## src/design/tmcd_pkg.sv

```systemverilog
// Shared types and constants of the timeline marker crossing detector.
// No dependencies; every other design file refers to this package by scope.
package tmcd_pkg;

  localparam int SLOT_FIELD_W = 4;
  localparam int TIME_FIELD_W = 24;
  localparam int TAG_W        = 16;
  localparam int COUNT_W      = 5;
  localparam int CFG_IDX_W    = 8;
  localparam int CFG_DATA_W   = 8;
  localparam int RESULT_CAP   = 16;
  localparam int RES_CNT_W    = 5;

  localparam logic REQ_ADVANCE = 1'b0;
  localparam logic REQ_LOAD    = 1'b1;

  localparam logic [CFG_IDX_W-1:0] REG_EVENTS_ENABLED = 8'd0;
  localparam logic [CFG_IDX_W-1:0] REG_MARKER_COUNT   = 8'd1;

  typedef enum logic [1:0] {
    ST_IDLE,
    ST_SCAN,
    ST_FLUSH
  } scan_state_t;

  typedef struct packed {
    logic shift;
    logic fwd;
  } ring_ctl_t;

endpackage

```

## src/design/tmcd_if.sv

```systemverilog
// Channel interfaces of the timeline marker crossing detector: request items,
// result items and configuration writes. Depends on tmcd_pkg.
interface tmcd_in_if;
  logic                                  valid;
  logic                                  ready;
  logic                                  req_type;
  logic [tmcd_pkg::SLOT_FIELD_W-1:0]     slot_index;
  logic [tmcd_pkg::TIME_FIELD_W-1:0]     entry_time;
  logic [tmcd_pkg::TAG_W-1:0]            entry_tag;
  logic [tmcd_pkg::TIME_FIELD_W-1:0]     play_time;
  logic [tmcd_pkg::TIME_FIELD_W-1:0]     clip_length;
  logic                                  loop_mode;
  logic                                  play_forward;

  modport source (output valid, req_type, slot_index, entry_time, entry_tag, play_time,
                  clip_length, loop_mode, play_forward, input ready);
  modport sink (input valid, req_type, slot_index, entry_time, entry_tag, play_time,
                clip_length, loop_mode, play_forward, output ready);
endinterface

interface tmcd_out_if;
  logic                                  valid;
  logic                                  ready;
  logic [tmcd_pkg::SLOT_FIELD_W-1:0]     fired_slot;
  logic [tmcd_pkg::TIME_FIELD_W-1:0]     fired_time;
  logic [tmcd_pkg::TAG_W-1:0]            fired_tag;
  logic                                  last_of_run;

  modport source (output valid, fired_slot, fired_time, fired_tag, last_of_run, input ready);
  modport sink (input valid, fired_slot, fired_time, fired_tag, last_of_run, output ready);
endinterface

interface tmcd_cfg_if;
  logic                                  valid;
  logic                                  ready;
  logic [tmcd_pkg::CFG_IDX_W-1:0]        index;
  logic [tmcd_pkg::CFG_DATA_W-1:0]       data;

  modport source (output valid, index, data, input ready);
  modport sink (input valid, index, data, output ready);
endinterface

```

## src/design/tmcd_cell.sv

```systemverilog
// One marker cell of the ring: holds a marker time and tag, takes a load,
// and shifts to either neighbor during a scan. Depends on tmcd_pkg.
module tmcd_cell #(
  parameter int TIME_BITS = 24
) (
  input  logic                       clk,
  input  tmcd_pkg::ring_ctl_t        ring_ctl,
  input  logic                       load_en,
  input  logic [TIME_BITS-1:0]       load_time,
  input  logic [tmcd_pkg::TAG_W-1:0] load_tag,
  input  logic [TIME_BITS-1:0]       next_time,
  input  logic [tmcd_pkg::TAG_W-1:0] next_tag,
  input  logic [TIME_BITS-1:0]       prev_time,
  input  logic [tmcd_pkg::TAG_W-1:0] prev_tag,
  output logic [TIME_BITS-1:0]       mk_time,
  output logic [tmcd_pkg::TAG_W-1:0] mk_tag
);

  logic [TIME_BITS-1:0]       mk_time_r;
  logic [tmcd_pkg::TAG_W-1:0] mk_tag_r;

  always_ff @(posedge clk) begin
    if (ring_ctl.shift) begin
      if (ring_ctl.fwd) begin
        mk_time_r <= next_time;
        mk_tag_r  <= next_tag;
      end else begin
        mk_time_r <= prev_time;
        mk_tag_r  <= prev_tag;
      end
    end else if (load_en) begin
      mk_time_r <= load_time;
      mk_tag_r  <= load_tag;
    end
  end

  assign mk_time = mk_time_r;
  assign mk_tag  = mk_tag_r;

endmodule

```

## src/design/tmcd_scan.sv

```systemverilog
// Scan controller: playhead state, window setup, head compare, pending
// result and output register. Drives the ring shift. Depends on tmcd_pkg, tmcd_if.
module tmcd_scan #(
  parameter int MAX_MARKERS = 16,
  parameter int TIME_BITS   = 24
) (
  input  logic                         clk,
  input  logic                         rst_n,
  tmcd_in_if.sink                      in_ch,
  tmcd_out_if.source                   out_ch,
  input  logic                         events_enabled,
  input  logic [tmcd_pkg::COUNT_W-1:0] marker_count,
  input  logic [TIME_BITS-1:0]         head_time,
  input  logic [tmcd_pkg::TAG_W-1:0]   head_tag,
  output tmcd_pkg::ring_ctl_t          ring_ctl
);

  localparam int SLOT_W = (MAX_MARKERS > 1) ? $clog2(MAX_MARKERS) : 1;
  localparam int CMP_W  = ((SLOT_W > tmcd_pkg::COUNT_W) ? SLOT_W : tmcd_pkg::COUNT_W) + 1;
  localparam logic [SLOT_W-1:0] LAST_K = SLOT_W'(MAX_MARKERS - 1);

  tmcd_pkg::scan_state_t state_r, state_nxt;

  logic [TIME_BITS-1:0]                  prev_r;
  logic                                  started_r;
  logic [SLOT_W-1:0]                     k_r;
  logic                                  fwd_r;
  logic [TIME_BITS-1:0]                  dep_r, arr_r, dep2_r, arr2_r;
  logic                                  neg_r, neg2_r, seg2_v_r;
  logic [tmcd_pkg::RES_CNT_W-1:0]        n_r;
  logic                                  pend_v_r;
  logic [tmcd_pkg::SLOT_FIELD_W-1:0]     pend_slot_r;
  logic [tmcd_pkg::TIME_FIELD_W-1:0]     pend_time_r;
  logic [tmcd_pkg::TAG_W-1:0]            pend_tag_r;
  logic                                  out_v_r;
  logic [tmcd_pkg::SLOT_FIELD_W-1:0]     out_slot_r;
  logic [tmcd_pkg::TIME_FIELD_W-1:0]     out_time_r;
  logic [tmcd_pkg::TAG_W-1:0]            out_tag_r;
  logic                                  out_last_r;

  logic                 adv_fire, suppress, wrap_f, wrap_b;
  logic [TIME_BITS-1:0] to_v, dur_v;
  logic [SLOT_W-1:0]    slot_now;
  logic                 hit_win, in_range, hit, out_free, step_ok, seg_end;
  logic                 push_mid, push_last, in_ready;

  assign to_v     = TIME_BITS'(in_ch.play_time);
  assign dur_v    = TIME_BITS'(in_ch.clip_length);
  assign adv_fire = in_ch.valid && in_ready && (in_ch.req_type == tmcd_pkg::REQ_ADVANCE);
  assign suppress = !events_enabled || (marker_count == '0) || (dur_v == '0);
  assign wrap_f   = in_ch.loop_mode && in_ch.play_forward && started_r && (prev_r > to_v);
  assign wrap_b   = in_ch.loop_mode && !in_ch.play_forward && (!started_r || (prev_r < to_v));

  assign slot_now = fwd_r ? k_r : (LAST_K - k_r);
  assign hit_win  = fwd_r ? ((neg_r || (head_time > dep_r)) && (head_time <= arr_r))
                          : ((head_time >= arr_r) && !neg_r && (head_time < dep_r));
  assign in_range = CMP_W'(slot_now) < CMP_W'(marker_count);
  assign hit      = (state_r == tmcd_pkg::ST_SCAN) && hit_win && in_range &&
                    (n_r < tmcd_pkg::RES_CNT_W'(tmcd_pkg::RESULT_CAP));
  assign out_free = !out_v_r || out_ch.ready;
  assign seg_end  = (k_r == LAST_K);

  always_comb begin
    state_nxt = state_r;
    unique case (state_r)
      tmcd_pkg::ST_IDLE: begin
        if (adv_fire && !suppress) state_nxt = tmcd_pkg::ST_SCAN;
      end
      tmcd_pkg::ST_SCAN: begin
        if (step_ok && seg_end && !seg2_v_r) state_nxt = tmcd_pkg::ST_FLUSH;
      end
      tmcd_pkg::ST_FLUSH: begin
        if (!pend_v_r || out_free) state_nxt = tmcd_pkg::ST_IDLE;
      end
      default: state_nxt = tmcd_pkg::ST_IDLE;
    endcase
  end

  always_comb begin
    in_ready       = (state_r == tmcd_pkg::ST_IDLE);
    step_ok        = (state_r == tmcd_pkg::ST_SCAN) && !(hit && pend_v_r && !out_free);
    push_mid       = step_ok && hit && pend_v_r;
    push_last      = (state_r == tmcd_pkg::ST_FLUSH) && pend_v_r && out_free;
    ring_ctl.shift = step_ok;
    ring_ctl.fwd   = fwd_r;
  end

  always_ff @(posedge clk) begin
    if (!rst_n) begin
      state_r   <= tmcd_pkg::ST_IDLE;
      prev_r    <= '0;
      started_r <= 1'b0;
      k_r       <= '0;
      seg2_v_r  <= 1'b0;
      n_r       <= '0;
      pend_v_r  <= 1'b0;
      out_v_r   <= 1'b0;
    end else begin
      state_r <= state_nxt;
      if (adv_fire) begin
        prev_r    <= to_v;
        started_r <= 1'b1;
        k_r       <= '0;
        n_r       <= '0;
        seg2_v_r  <= !suppress && (wrap_f || wrap_b);
      end
      if (step_ok) begin
        k_r <= seg_end ? '0 : (k_r + 1'b1);
        if (seg_end) seg2_v_r <= 1'b0;
        if (hit) n_r <= n_r + 1'b1;
      end
      if (step_ok && hit) begin
        pend_v_r <= 1'b1;
      end else if (push_last) begin
        pend_v_r <= 1'b0;
      end
      if (push_mid || push_last) begin
        out_v_r <= 1'b1;
      end else if (out_ch.ready) begin
        out_v_r <= 1'b0;
      end
    end
  end

  always_ff @(posedge clk) begin
    if (adv_fire) begin
      fwd_r <= in_ch.play_forward;
      if (wrap_f) begin
        dep_r  <= prev_r;
        neg_r  <= 1'b0;
        arr_r  <= dur_v;
        dep2_r <= '0;
        neg2_r <= 1'b1;
        arr2_r <= to_v;
      end else if (wrap_b) begin
        dep_r  <= prev_r;
        neg_r  <= !started_r;
        arr_r  <= '0;
        dep2_r <= dur_v;
        neg2_r <= 1'b0;
        arr2_r <= to_v;
      end else begin
        dep_r  <= prev_r;
        neg_r  <= !started_r;
        arr_r  <= to_v;
        dep2_r <= prev_r;
        neg2_r <= !started_r;
        arr2_r <= to_v;
      end
    end else if (step_ok && seg_end && seg2_v_r) begin
      dep_r <= dep2_r;
      neg_r <= neg2_r;
      arr_r <= arr2_r;
    end
    if (step_ok && hit) begin
      pend_slot_r <= tmcd_pkg::SLOT_FIELD_W'(slot_now);
      pend_time_r <= tmcd_pkg::TIME_FIELD_W'(head_time);
      pend_tag_r  <= head_tag;
    end
    if (push_mid || push_last) begin
      out_slot_r <= pend_slot_r;
      out_time_r <= pend_time_r;
      out_tag_r  <= pend_tag_r;
      out_last_r <= push_last;
    end
  end

  assign in_ch.ready        = in_ready;
  assign out_ch.valid       = out_v_r;
  assign out_ch.fired_slot  = out_slot_r;
  assign out_ch.fired_time  = out_time_r;
  assign out_ch.fired_tag   = out_tag_r;
  assign out_ch.last_of_run = out_last_r;

`ifndef SYNTH
  a_idle_no_pending: assert property (@(posedge clk) disable iff (!rst_n)
    (state_r == tmcd_pkg::ST_IDLE) |-> !pend_v_r)
    else $error("pending result left over in idle");

  a_shift_only_in_scan: assert property (@(posedge clk) disable iff (!rst_n)
    ring_ctl.shift |-> (state_r == tmcd_pkg::ST_SCAN))
    else $error("ring shifted outside a scan");

  a_result_cap: assert property (@(posedge clk) disable iff (!rst_n)
    n_r <= tmcd_pkg::RES_CNT_W'(tmcd_pkg::RESULT_CAP))
    else $error("result count beyond cap");

  a_last_flag: assert property (@(posedge clk) disable iff (!rst_n)
    push_last |=> (out_ch.valid && out_ch.last_of_run))
    else $error("final item not flagged last");
`endif

endmodule

```

## src/design/timeline_marker_crossing_detector_unit.sv

```systemverilog
// Top level of the timeline marker crossing detector: ring of marker cells,
// scan controller and configuration registers. Depends on tmcd_pkg, tmcd_if,
// tmcd_cell and tmcd_scan.
//
// Channels: in_ch takes load items (write one marker slot) and advance items
// (move the playhead); out_ch gives one item per crossed marker, last_of_run
// set on the final one of an advance; cfg_ch writes events_enabled (index 0)
// and marker_count (index 1), always ready.
// Timing: a load item, or an advance that fires nothing by setup (events
// off, count zero, clip length zero), starts no scan. Any other advance
// rotates the marker ring once per window segment, one segment or two on a
// loop wrap, then flushes the final item. An item is held in the pending
// register until the next crossing is found or the flush, then moves to
// the output register.
// in_ch.ready is high only while no scan or flush is in progress; the last
// item may still wait in the output register when the next item is taken.
// Stall: a held output register halts the ring at the next crossing until
// out_ch.ready returns; no item is lost.
// Reset: playhead at zero and not started (a marker at tick zero fires on
// the first forward advance), events enabled, count zero; marker slots keep no
// reset value and must be loaded before use.
module timeline_marker_crossing_detector_unit #(
  parameter int MAX_MARKERS = 16,
  parameter int TIME_BITS   = 24
) (
  input  logic       clk,
  input  logic       rst_n,
  tmcd_in_if.sink    in_ch,
  tmcd_out_if.source out_ch,
  tmcd_cfg_if.sink   cfg_ch
);

  logic                         events_enabled_r;
  logic [tmcd_pkg::COUNT_W-1:0] marker_count_r;

  tmcd_pkg::ring_ctl_t          ring_ctl;
  logic [TIME_BITS-1:0]         cell_time [MAX_MARKERS];
  logic [tmcd_pkg::TAG_W-1:0]   cell_tag  [MAX_MARKERS];
  logic [TIME_BITS-1:0]         head_time;
  logic [tmcd_pkg::TAG_W-1:0]   head_tag;
  logic                         load_fire;

  assign load_fire = in_ch.valid && in_ch.ready && (in_ch.req_type == tmcd_pkg::REQ_LOAD);

  for (genvar i = 0; i < MAX_MARKERS; i++) begin : g_cell
    tmcd_cell #(
      .TIME_BITS(TIME_BITS)
    ) u_cell (
      .clk      (clk),
      .ring_ctl (ring_ctl),
      .load_en  (load_fire && (int'(in_ch.slot_index) == i)),
      .load_time(TIME_BITS'(in_ch.entry_time)),
      .load_tag (in_ch.entry_tag),
      .next_time(cell_time[(i + 1) % MAX_MARKERS]),
      .next_tag (cell_tag[(i + 1) % MAX_MARKERS]),
      .prev_time(cell_time[(i + MAX_MARKERS - 1) % MAX_MARKERS]),
      .prev_tag (cell_tag[(i + MAX_MARKERS - 1) % MAX_MARKERS]),
      .mk_time  (cell_time[i]),
      .mk_tag   (cell_tag[i])
    );
  end

  assign head_time = ring_ctl.fwd ? cell_time[0] : cell_time[MAX_MARKERS-1];
  assign head_tag  = ring_ctl.fwd ? cell_tag[0]  : cell_tag[MAX_MARKERS-1];

  tmcd_scan #(
    .MAX_MARKERS(MAX_MARKERS),
    .TIME_BITS  (TIME_BITS)
  ) u_scan (
    .clk           (clk),
    .rst_n         (rst_n),
    .in_ch         (in_ch),
    .out_ch        (out_ch),
    .events_enabled(events_enabled_r),
    .marker_count  (marker_count_r),
    .head_time     (head_time),
    .head_tag      (head_tag),
    .ring_ctl      (ring_ctl)
  );

  assign cfg_ch.ready = 1'b1;

  always_ff @(posedge clk) begin
    if (!rst_n) begin
      events_enabled_r <= 1'b1;
      marker_count_r   <= '0;
    end else if (cfg_ch.valid) begin
      unique case (cfg_ch.index)
        tmcd_pkg::REG_EVENTS_ENABLED: events_enabled_r <= cfg_ch.data[0];
        tmcd_pkg::REG_MARKER_COUNT:   marker_count_r   <= cfg_ch.data[tmcd_pkg::COUNT_W-1:0];
        default: ;
      endcase
    end
  end

endmodule
```

## src/flat_wrapper.sv

```systemverilog
// flat-port wrapper written by rule: the top's interface ports become plain ports
module timeline_marker_crossing_detector_unit_flat 
#(
  parameter int MAX_MARKERS = 16,
  parameter int TIME_BITS   = 24
)
  (clk, rst_n, in_ch_valid, in_ch_req_type, in_ch_slot_index, in_ch_entry_time, in_ch_entry_tag, in_ch_play_time, in_ch_clip_length, in_ch_loop_mode, in_ch_play_forward, in_ch_ready, out_ch_valid, out_ch_fired_slot, out_ch_fired_time, out_ch_fired_tag, out_ch_last_of_run, out_ch_ready, cfg_ch_valid, cfg_ch_index, cfg_ch_data, cfg_ch_ready);
  tmcd_in_if in_ch_i ();
  tmcd_out_if out_ch_i ();
  tmcd_cfg_if cfg_ch_i ();
  input  logic clk;
  input  logic rst_n;
  input wire logic [$bits(in_ch_i.valid)-1:0] in_ch_valid;
  input wire logic [$bits(in_ch_i.req_type)-1:0] in_ch_req_type;
  input wire logic [$bits(in_ch_i.slot_index)-1:0] in_ch_slot_index;
  input wire logic [$bits(in_ch_i.entry_time)-1:0] in_ch_entry_time;
  input wire logic [$bits(in_ch_i.entry_tag)-1:0] in_ch_entry_tag;
  input wire logic [$bits(in_ch_i.play_time)-1:0] in_ch_play_time;
  input wire logic [$bits(in_ch_i.clip_length)-1:0] in_ch_clip_length;
  input wire logic [$bits(in_ch_i.loop_mode)-1:0] in_ch_loop_mode;
  input wire logic [$bits(in_ch_i.play_forward)-1:0] in_ch_play_forward;
  output wire logic [$bits(in_ch_i.ready)-1:0] in_ch_ready;
  output wire logic [$bits(out_ch_i.valid)-1:0] out_ch_valid;
  output wire logic [$bits(out_ch_i.fired_slot)-1:0] out_ch_fired_slot;
  output wire logic [$bits(out_ch_i.fired_time)-1:0] out_ch_fired_time;
  output wire logic [$bits(out_ch_i.fired_tag)-1:0] out_ch_fired_tag;
  output wire logic [$bits(out_ch_i.last_of_run)-1:0] out_ch_last_of_run;
  input wire logic [$bits(out_ch_i.ready)-1:0] out_ch_ready;
  input wire logic [$bits(cfg_ch_i.valid)-1:0] cfg_ch_valid;
  input wire logic [$bits(cfg_ch_i.index)-1:0] cfg_ch_index;
  input wire logic [$bits(cfg_ch_i.data)-1:0] cfg_ch_data;
  output wire logic [$bits(cfg_ch_i.ready)-1:0] cfg_ch_ready;
  assign in_ch_i.valid = in_ch_valid;
  assign in_ch_i.req_type = in_ch_req_type;
  assign in_ch_i.slot_index = in_ch_slot_index;
  assign in_ch_i.entry_time = in_ch_entry_time;
  assign in_ch_i.entry_tag = in_ch_entry_tag;
  assign in_ch_i.play_time = in_ch_play_time;
  assign in_ch_i.clip_length = in_ch_clip_length;
  assign in_ch_i.loop_mode = in_ch_loop_mode;
  assign in_ch_i.play_forward = in_ch_play_forward;
  assign in_ch_ready = in_ch_i.ready;
  assign out_ch_valid = out_ch_i.valid;
  assign out_ch_fired_slot = out_ch_i.fired_slot;
  assign out_ch_fired_time = out_ch_i.fired_time;
  assign out_ch_fired_tag = out_ch_i.fired_tag;
  assign out_ch_last_of_run = out_ch_i.last_of_run;
  assign out_ch_i.ready = out_ch_ready;
  assign cfg_ch_i.valid = cfg_ch_valid;
  assign cfg_ch_i.index = cfg_ch_index;
  assign cfg_ch_i.data = cfg_ch_data;
  assign cfg_ch_ready = cfg_ch_i.ready;
  timeline_marker_crossing_detector_unit #(.MAX_MARKERS(MAX_MARKERS), .TIME_BITS(TIME_BITS)) u_core (.clk(clk), .rst_n(rst_n), .in_ch(in_ch_i), .out_ch(out_ch_i), .cfg_ch(cfg_ch_i));
endmodule
```

## config.mk

```make
export PLATFORM = sky130hd
export DESIGN_NAME = timeline_marker_crossing_detector_unit_flat
export DESIGN_NICKNAME = d
export VERILOG_FILES = /design/src/design/tmcd_pkg.sv /design/src/design/tmcd_if.sv /design/src/design/tmcd_cell.sv /design/src/design/tmcd_scan.sv /design/src/design/timeline_marker_crossing_detector_unit.sv /design/src/flat_wrapper.sv
export SDC_FILE = /design/constraint.sdc
export NUM_CORES = 1
export LEC_CHECK = 0
export ABC_CLOCK_PERIOD_IN_PS = 16500
export BUFFER_PORTS_ARGS = -buffer_cell sky130_fd_sc_hd__clkbuf_2
export CORE_ASPECT_RATIO = 2
export CORE_MARGIN = 3
export CORE_UTILIZATION = 25
export DETAILED_ROUTE_END_ITERATION = 8
export PLACE_DENSITY_LB_ADDON = 0.25
export SETUP_SLACK_MARGIN = 0.2
export SYNTH_ARGS = -nofsm -noshare
export SYNTH_HDL_FRONTEND = slang
export SYNTH_SLANG_ARGS = --single-unit
```

## constraint.sdc

```tcl
create_clock -name clk -period 16.5 [get_ports clk]
set_input_delay 3.3 -clock clk [delete_from_list [all_inputs] [get_ports clk]]
set_output_delay 3.3 -clock clk [all_outputs]
set_load 0.005 [all_outputs]
```

==> results.json, run 1 <==
{
  "die_h_um": 578,
  "initial_core_util": 0.252,
  "cts_sinks": 873,
  "io_buffer_count": 159,
  "cap_viol_max_count": 0,
  "period_share": 0.490,
  "p_sw_frac": 0.227,
  "ant_nets": 0,
  "cts_tree": "done",
  "dieArea_um2": 169000,
  "place_congestion": 0.732,
  "synthSimpleGateAreaFrac": 0.0623,
  "core_um2": 162000,
  "antenna_found_initial": 11,
  "synth-compound-area-share": 0.111,
  "synth_top_area_share": 0.607,
  "viasPerCell": 4.66,
  "worst_ep_required_time_ns": 17.00,
  "clkPwrFrac": 0.414,
  "drive_above_1_share": 0.113,
  "wl_um": 111000,
  "row_count": 209,
  "post_drt_wl_per_cell_um": 20.3,
  "synth_edf_count": 828,
  "finalInstanceArea_um2": 46500,
  "min_path_cells": 0,
  "synth_xor_area_frac": 0.000856,
  "comb_power_share": 0.058,
  "regArea_um2": 25800,
  "ctsResizeCount": 0,
  "fin_worst_skew_ns": 0.0237,
  "hold_violations": 0,
  "async_flop_share": 0,
  "overflow": 0,
  "rr_worst_depth": 17,
  "p_int_w": 0.00361,
  "grt_pass1_vias": 26869,
  "cts_buffer_depth": 3,
  "tns_ns": 0,
  "yosys.area.top_type": "edfxtp_1",
  "worstPathMaxFanout": 118,
  "hp-class": "register to register",
  "drt_iter0_drc": 1458,
  "max-slew-margin-rel": 0.192,
  "power.leakage_nw": 17.2,
  "io_pins": 164,
  "grt_usage": 0.129,
  "htree_levels": 3,
  "placed_area_um2": 43900,
  "synth_area_leaders": "edfxtp_1 61%, mux2i_1 14%, a21oi_1 7.2%, nand2_1 3.6%, ha_1 2.4%",
  "synth.area.mux_share": 0.138,
  "worstMarginPinSlew_ns": 1.21,
  "grt_max_degree": 153,
  "crit_arrival_ns": 8.57,
  "syn-cell-area_um2": 40900,
  "min_period_ns": 8.08,
  "rsz0062_at_grt": "no",
  "firstDrtPassIters": 5,
  "worstSetupPathType": "register to register",
  "drv_slew": 0,
  "outcome": "finished clean",
  "syn_to_final_growth_pct": 13.7,
  "synth_area_per_cell_um2": 12.6,
  "numCtsBuffers": 81,
  "drc": 0,
  "cts_root_buf": "clkbuf_16",
  "holdBufCountCts": 0,
  "finalSetupViolations": 0,
  "max_freq_mhz": 124,
  "end_kind": "register",
  "grt_pass1_wl_um": 168000,
  "die_w_um": 292,
  "syn-instance-count": 3253,
  "multiInputGateArea_um2": 14000,
  "yosysWarnings": 0,
  "cts_setup_buffers": 0,
  "powerDensity_nw_per_um2": 100,
  "synthDistinctLibCells": 55,
  "seq_power_share": 0.528,
  "synthAdderAreaFrac": 0.0235,
  "synth_top_family_by_area": "multiplexers",
  "hpwl_um": 66900,
  "synth_seq_area_share": 0.629,
  "insertion_delay_ns": 0.68,
  "num_vias": 25578,
  "synth_seq_cells": 873,
  "cp-start-kind": "register",
  "ir_drop_mv": 0.0729,
  "path_clk_slew_ns": 0.07,
  "fillers": 16699,
  "ys.flop_type": "edfxtp_1",
  "final_nets": 3503,
  "netSwitchingPower_w": 0.00106,
  "synth_nets": 3446
}
## worst max-delay path, stage by stage, from the launching register on
cell and delay (ns):
edfxtp_1 0.32, buf_4 0.42, buf_12 0.58, buf_4 0.70, nand2_1 0.16, nand2_1 0.32, ha_1 0.19, nand4_1 0.26
nor4_1 0.94, o31ai_1 0.21, and2_1 0.22, a32o_1 0.34, a21oi_4 0.54, buf_4 0.47, buf_4 0.64, buf_4 0.72
nor2_2 0.31, a31oi_1 0.23
## worst paths after layout
kind                                                              start                                             to  slack [ns]
worst max-delay path                      u_core.u_scan.fwd_r$_DFFE_PP_   u_core.g_cell[15].u_cell.mk_tag[9]$_DFFE_PP_        8.42
worst min-delay path            u_core.u_scan.pend_time_r[18]$_DFFE_PP_  u_core.u_scan.out_ch.fired_time[18]$_DFFE_PP_        0.42
worst max register to register            u_core.u_scan.fwd_r$_DFFE_PP_   u_core.g_cell[15].u_cell.mk_tag[9]$_DFFE_PP_        8.42
worst min register to register  u_core.u_scan.pend_time_r[18]$_DFFE_PP_  u_core.u_scan.out_ch.fired_time[18]$_DFFE_PP_        0.42
## cell usage after synthesis (4+ instances only)
cell type  number
a21o_1         12
nand4_1        19
and3_1          6
a221oi_1       25
nand3_1        13
nand2_1       394
nand3b_1        4
a21oi_1       586
nand2b_1        8
dfxtp_1        45
xnor2_1         4
mux2i_1       565
buf_1           4
a21boi_0       30
o31ai_1         4
nor2_2         26
edfxtp_1      828
o21ai_0        54
buf_2          73
nor3_1          9
buf_4          41
a31oi_1        82
clkbuf_1      117
inv_1          78
nor4_1          9
ha_1           77
nor2_1         77
nor2b_1        15
o21a_1         11
## power groups by stage
| stage | combinational (W) | clock (W) | sequential (W) |
|---|---|---|---|
| CTS | 0.000276 | 0.00201 | 0.00247 |
| global route | 0.000304 | 0.00208 | 0.00247 |
| detailed placement | 0.000275 | 0 | 0.00251 |
| global placement | 0.000269 | 0 | 0.00251 |
| floorplan | 0.000190 | 0 | 0.00251 |
| finish | 0.000270 | 0.00193 | 0.00247 |
## metrics by stage
stage | setup WS (ns) | util | hold slack [ns] | std cells | power [W]
6_report | 8.42 | 0.286 | 0.417 | 5492 | 0.00467
5_1_grt | 7.94 | 0.286 | 0.418 | 5490 | 0.00485
4_1_cts | 8.40 | 0.286 | 0.420 | 5489 | 0.00475
3_5_place_dp | 8.45 | 0.270 | 0.405 | 5337 | 0.00279
3_3_place_gp | 8.53 | 0.270 | 0.403 | 5337 | 0.00278
2_1_floorplan | 9.38 | - | 0.400 | 3253 | 0.00270
## cells by family (layout without fill, tap and decap cells)
family,after synthesis,in the layout
XOR/XNOR,4,4
AO/OA/AOI/OAI,824,824
multiplexers,565,565
buffers and inverters,313,439
flip-flops,873,873
AND/OR/NAND/NOR,596,596
other,1,4
adder cells (fa/ha/maj),77,77
## registers in the layout, indices dropped and copies added (netlist names), 2 cells and up
| register | cells |
|---|---|
| u_core.u_scan.out_ch.fired_tag | 16 |
| u_core.u_scan.n_r | 5 |
| u_core.u_scan.pend_tag_r | 16 |
| u_core.u_scan.pend_slot_r | 4 |
| u_core.u_scan.out_ch.fired_slot | 4 |
| u_core.u_scan.dep_r | 24 |
| u_core.g_cell.u_cell.mk_time | 384 |
| u_core.u_scan.dep2_r | 24 |
| u_core.u_scan.pend_time_r | 24 |
| u_core.u_scan.arr2_r | 24 |
| u_core.marker_count_r | 5 |
| u_core.u_scan.out_ch.fired_time | 24 |
| u_core.u_scan.state_r | 2 |
| u_core.u_scan.prev_r | 24 |
| u_core.u_scan.k_r | 4 |
| u_core.g_cell.u_cell.mk_tag | 256 |
| u_core.u_scan.arr_r | 24 |
## per-layer routing
layer,up-vias,track usage,part of all wire
met5,-,0,0.0012
met4,18,0.0393,0.026
met3,135,0.0271,0.041
met2,385,0.235,0.51
met1,12705,0.152,0.42
li1,12335,-,-
## cells in the final DEF (no fill, tap or decap), types with 11 or more instances in the layout
master and n:
clkinv_2 15, a31oi_1 82, clkbuf_1 19, dfxtp_1 45, a21boi_0 30, nor2_1 76
inv_1 76, clkbuf_16 85, edfxtp_1 828, mux2i_1 565, nand2_1 393, a21oi_1 586
o21ai_4 15, clkbuf_2 159, a221oi_1 25, nor2b_1 15, o21ai_0 39, o21a_1 11
clkinv_1 17, nor2_2 27, ha_1 77, nand3_1 13, a21o_1 11, buf_4 47
nand4_1 19
## area by class of cell
cell class                 count  area share
clock inverter                48     0.00965
tap                         2110      0.0567
clock buffer                 104      0.0473
sequential                   873       0.554
inverter                      78     0.00640
timing repair buffer         209      0.0260
antenna                        3    0.000161
multi-input combinational   2067       0.300
No activity file was read; power rests on OpenSTA's default activity.
==> run 2, diff against run 1 <==
Settings changed: ABC_AREA set to 1, ABC_CLOCK_PERIOD_IN_PS 16500 to 7100.
Clock period 16.5 ns to 7.1 ns, I/O delays scaled along.
==> results.json, run 2 <==
{
  "synthDistinctLibCells": 42,
  "die_w_um": 295,
  "insertion_delay_ns": 0.65,
  "crit_top_cell": "nand2_1",
  "overflow": 0,
  "initial_core_util": 0.252,
  "rr_worst_depth": 15,
  "drv_slew": 0,
  "reg2reg_slack_ns": 1.44,
  "fillers": 17288,
  "viasPerCell": 4.69,
  "synth_seq_cells": 873,
  "tns_ns": 0,
  "drc": 0,
  "io_buffer_count": 159,
  "fin_worst_skew_ns": 0.0282,
  "numCtsBuffers": 81,
  "hold_violations": 0,
  "synth_nets": 4478,
  "ctsResizeCount": 0,
  "cts_root_buf": "clkbuf_16",
  "max-slew-margin-rel": 0.201,
  "rsz0062_at_grt": "no",
  "finalSetupViolations": 0,
  "wl_um": 118000,
  "min_path_cells": 0,
  "syn_to_final_growth_pct": 13.9,
  "ir_drop_mv": 0.191,
  "multiInputGateArea_um2": 13100,
  "grt_pass1_vias": 30648,
  "synth_most_common_cell": "o21ai_0",
  "grt_usage": 0.135,
  "finalCoreUtilization": 0.287,
  "synth_area_leaders": "edfxtp_1 60%, o21ai_0 14%, nand2_1 8.7%, inv_1 4.2%, ha_1 2.3%",
  "cts_buffer_depth": 3,
  "cts_sinks": 873,
  "dieArea_um2": 172000,
  "synth_area_per_cell_um2": 9.72,
  "yosysWarnings": 0,
  "die_h_um": 583,
  "layout_common_cells": "1176 x o21ai_0, 960 x nand2_1, 828 x edfxtp_1, 461 x inv_1, 159 x clkbuf_2",
  "cp-start-kind": "register",
  "synth_seq_area_share": 0.618,
  "end_kind": "register",
  "ant_nets": 0,
  "crit_arrival_ns": 6.01,
  "firstDrtPassIters": 5,
  "power.leakage_nw": 17.6,
  "syn-cell-area_um2": 41700,
  "hpwl_um": 70600,
  "final_nets": 4489,
  "antenna_found_initial": 12,
  "synth_top_area_share": 0.597,
  "min_period_ns": 5.66,
  "timing.final.ws_setup_ns": 1.44,
  "ys_top_cells_by_count": "1192 x o21ai_0, 961 x nand2_1, 828 x edfxtp_1, 464 x inv_1, 165 x clkbuf_1",
  "cts_tree": "done",
  "crit_chain": "buf_12, buf_4, o21ai_0, ha_1, nand2_1, nor3_1, nand2_1, nand3_1, nand2_1, a21oi_2, nand3_2, nand2_8, buf_12, buf_4, o21ai_0",
  "syn-instance-count": 4285,
  "worst_ep_required_time_ns": 7.45,
  "place_congestion": 0.749,
  "cap_viol_max_count": 0,
  "synth_edf_count": 828,
  "largest_reg_flops": 384,
  "yosys.area.top_type": "edfxtp_1",
  "finalInstanceArea_um2": 47400,
  "io_pins": 164,
  "cts_setup_buffers": 0,
  "hp-class": "register to register",
  "powerDensity_nw_per_um2": 228,
  "period_share": 0.797,
  "max_freq_mhz": 177,
  "placed_area_um2": 44800,
  "cp_slowest_cell": "edfxtp_1",
  "drt_iter0_drc": 2261,
  "ys.flop_type": "edfxtp_1",
  "htree_levels": 3,
  "final_common_cell": "o21ai_0",
  "path_clk_slew_ns": 0.07,
  "grt_pass1_wl_um": 181000,
  "worstMarginPinSlew_ns": 1.19,
  "core_um2": 166000,
  "num_vias": 30437,
  "grt_max_degree": 206,
  "outcome": "finished clean",
  "worstPathMaxFanout": 109,
  "dp_slack_ns": 1.28,
  "regArea_um2": 25800,
  "holdBufCountCts": 0,
  "worstSetupPathType": "register to register",
  "async_flop_share": 0,
  "row_count": 211,
  "drive_above_1_share": 0.0846,
  "max_stage_delay_ns": 0.57,
  "post_drt_wl_per_cell_um": 18.2
}
run 2: logic make-up (layout without fill, tap and decap cells):
| kind of cell | count (synthesis) | in the layout | synth area share |
|---|---|---|---|
| buffers and inverters | 756 | 831 | 0.0724 |
| other | 1 | 6 | 0.0000900 |
| adder cells (fa/ha/maj) | 77 | 77 | 0.0231 |
| XOR/XNOR | 7 | 7 | 0.00147 |
| AND/OR/NAND/NOR | 1177 | 1177 | 0.109 |
| flip-flops | 873 | 873 | 0.618 |
| AO/OA/AOI/OAI | 1394 | 1394 | 0.175 |
run 2: power by group:
group / switching (W) / internal, W / leakage [nW]
sequential: 0.0000258 / 0.00571 / 7.88
combinational: 0.000428 / 0.000185 / 8.46
clock: 0.00205 / 0.00241 / 1.27
run 2: routing by layer:
layer | global-route usage | vias to the layer above | wire, um
met1 | 0.162 | 14871 | 48200
met2 | 0.246 | 666 | 61100
met3 | 0.0229 | 151 | 5630
met5 | 0 | - | 89
li1 | - | 14735 | -
met4 | 0.0415 | 14 | 3050
run 2: path summary, 6_finish.rpt:
path,endpoint,from
setup reg to reg,u_core.g_cell[3].u_cell.mk_tag[12]$_DFFE_PP_,u_core.u_scan.fwd_r$_DFFE_PP_
setup / recovery,u_core.g_cell[3].u_cell.mk_tag[12]$_DFFE_PP_,u_core.u_scan.fwd_r$_DFFE_PP_
hold / removal,u_core.u_scan.out_ch.fired_tag[11]$_DFFE_PP_,u_core.u_scan.pend_tag_r[11]$_DFFE_PP_
hold reg to reg,u_core.u_scan.out_ch.fired_tag[11]$_DFFE_PP_,u_core.u_scan.pend_tag_r[11]$_DFFE_PP_
run 2: cell type report:
class / count / share of cell area
Antenna cell: 5 / 0.000264
Clock buffer: 107 / 0.0479
Clock inverter: 40 / 0.00672
Inverter: 466 / 0.0371
Multi-Input combinational cell: 2656 / 0.276
Sequential cell: 873 / 0.543
Tap cell: 2130 / 0.0562
Timing Repair Buffer: 218 / 0.0327
run 2: through the flow:
stage	total power (W)	hold WS [ns]	std cells
3_3_place_gp	0.00646	0.401	6343
6_report	0.0108	0.396	6495
5_1_grt	0.0112	0.408	6492
4_1_cts	0.0110	0.386	6490
2_1_floorplan	0.00626	0.400	4285
3_5_place_dp	0.00647	0.405	6343
run 2: worst max-delay path, delay by kind of cell, from the launching register on:
kind	cells	cell delay, ns
AOI/OAI and AO/OA	3	0.78
adders and majority gates	1	0.42
buffers and inverters	4	1.72
DFF	1	0.57
and+or+nand+nor	7	1.66
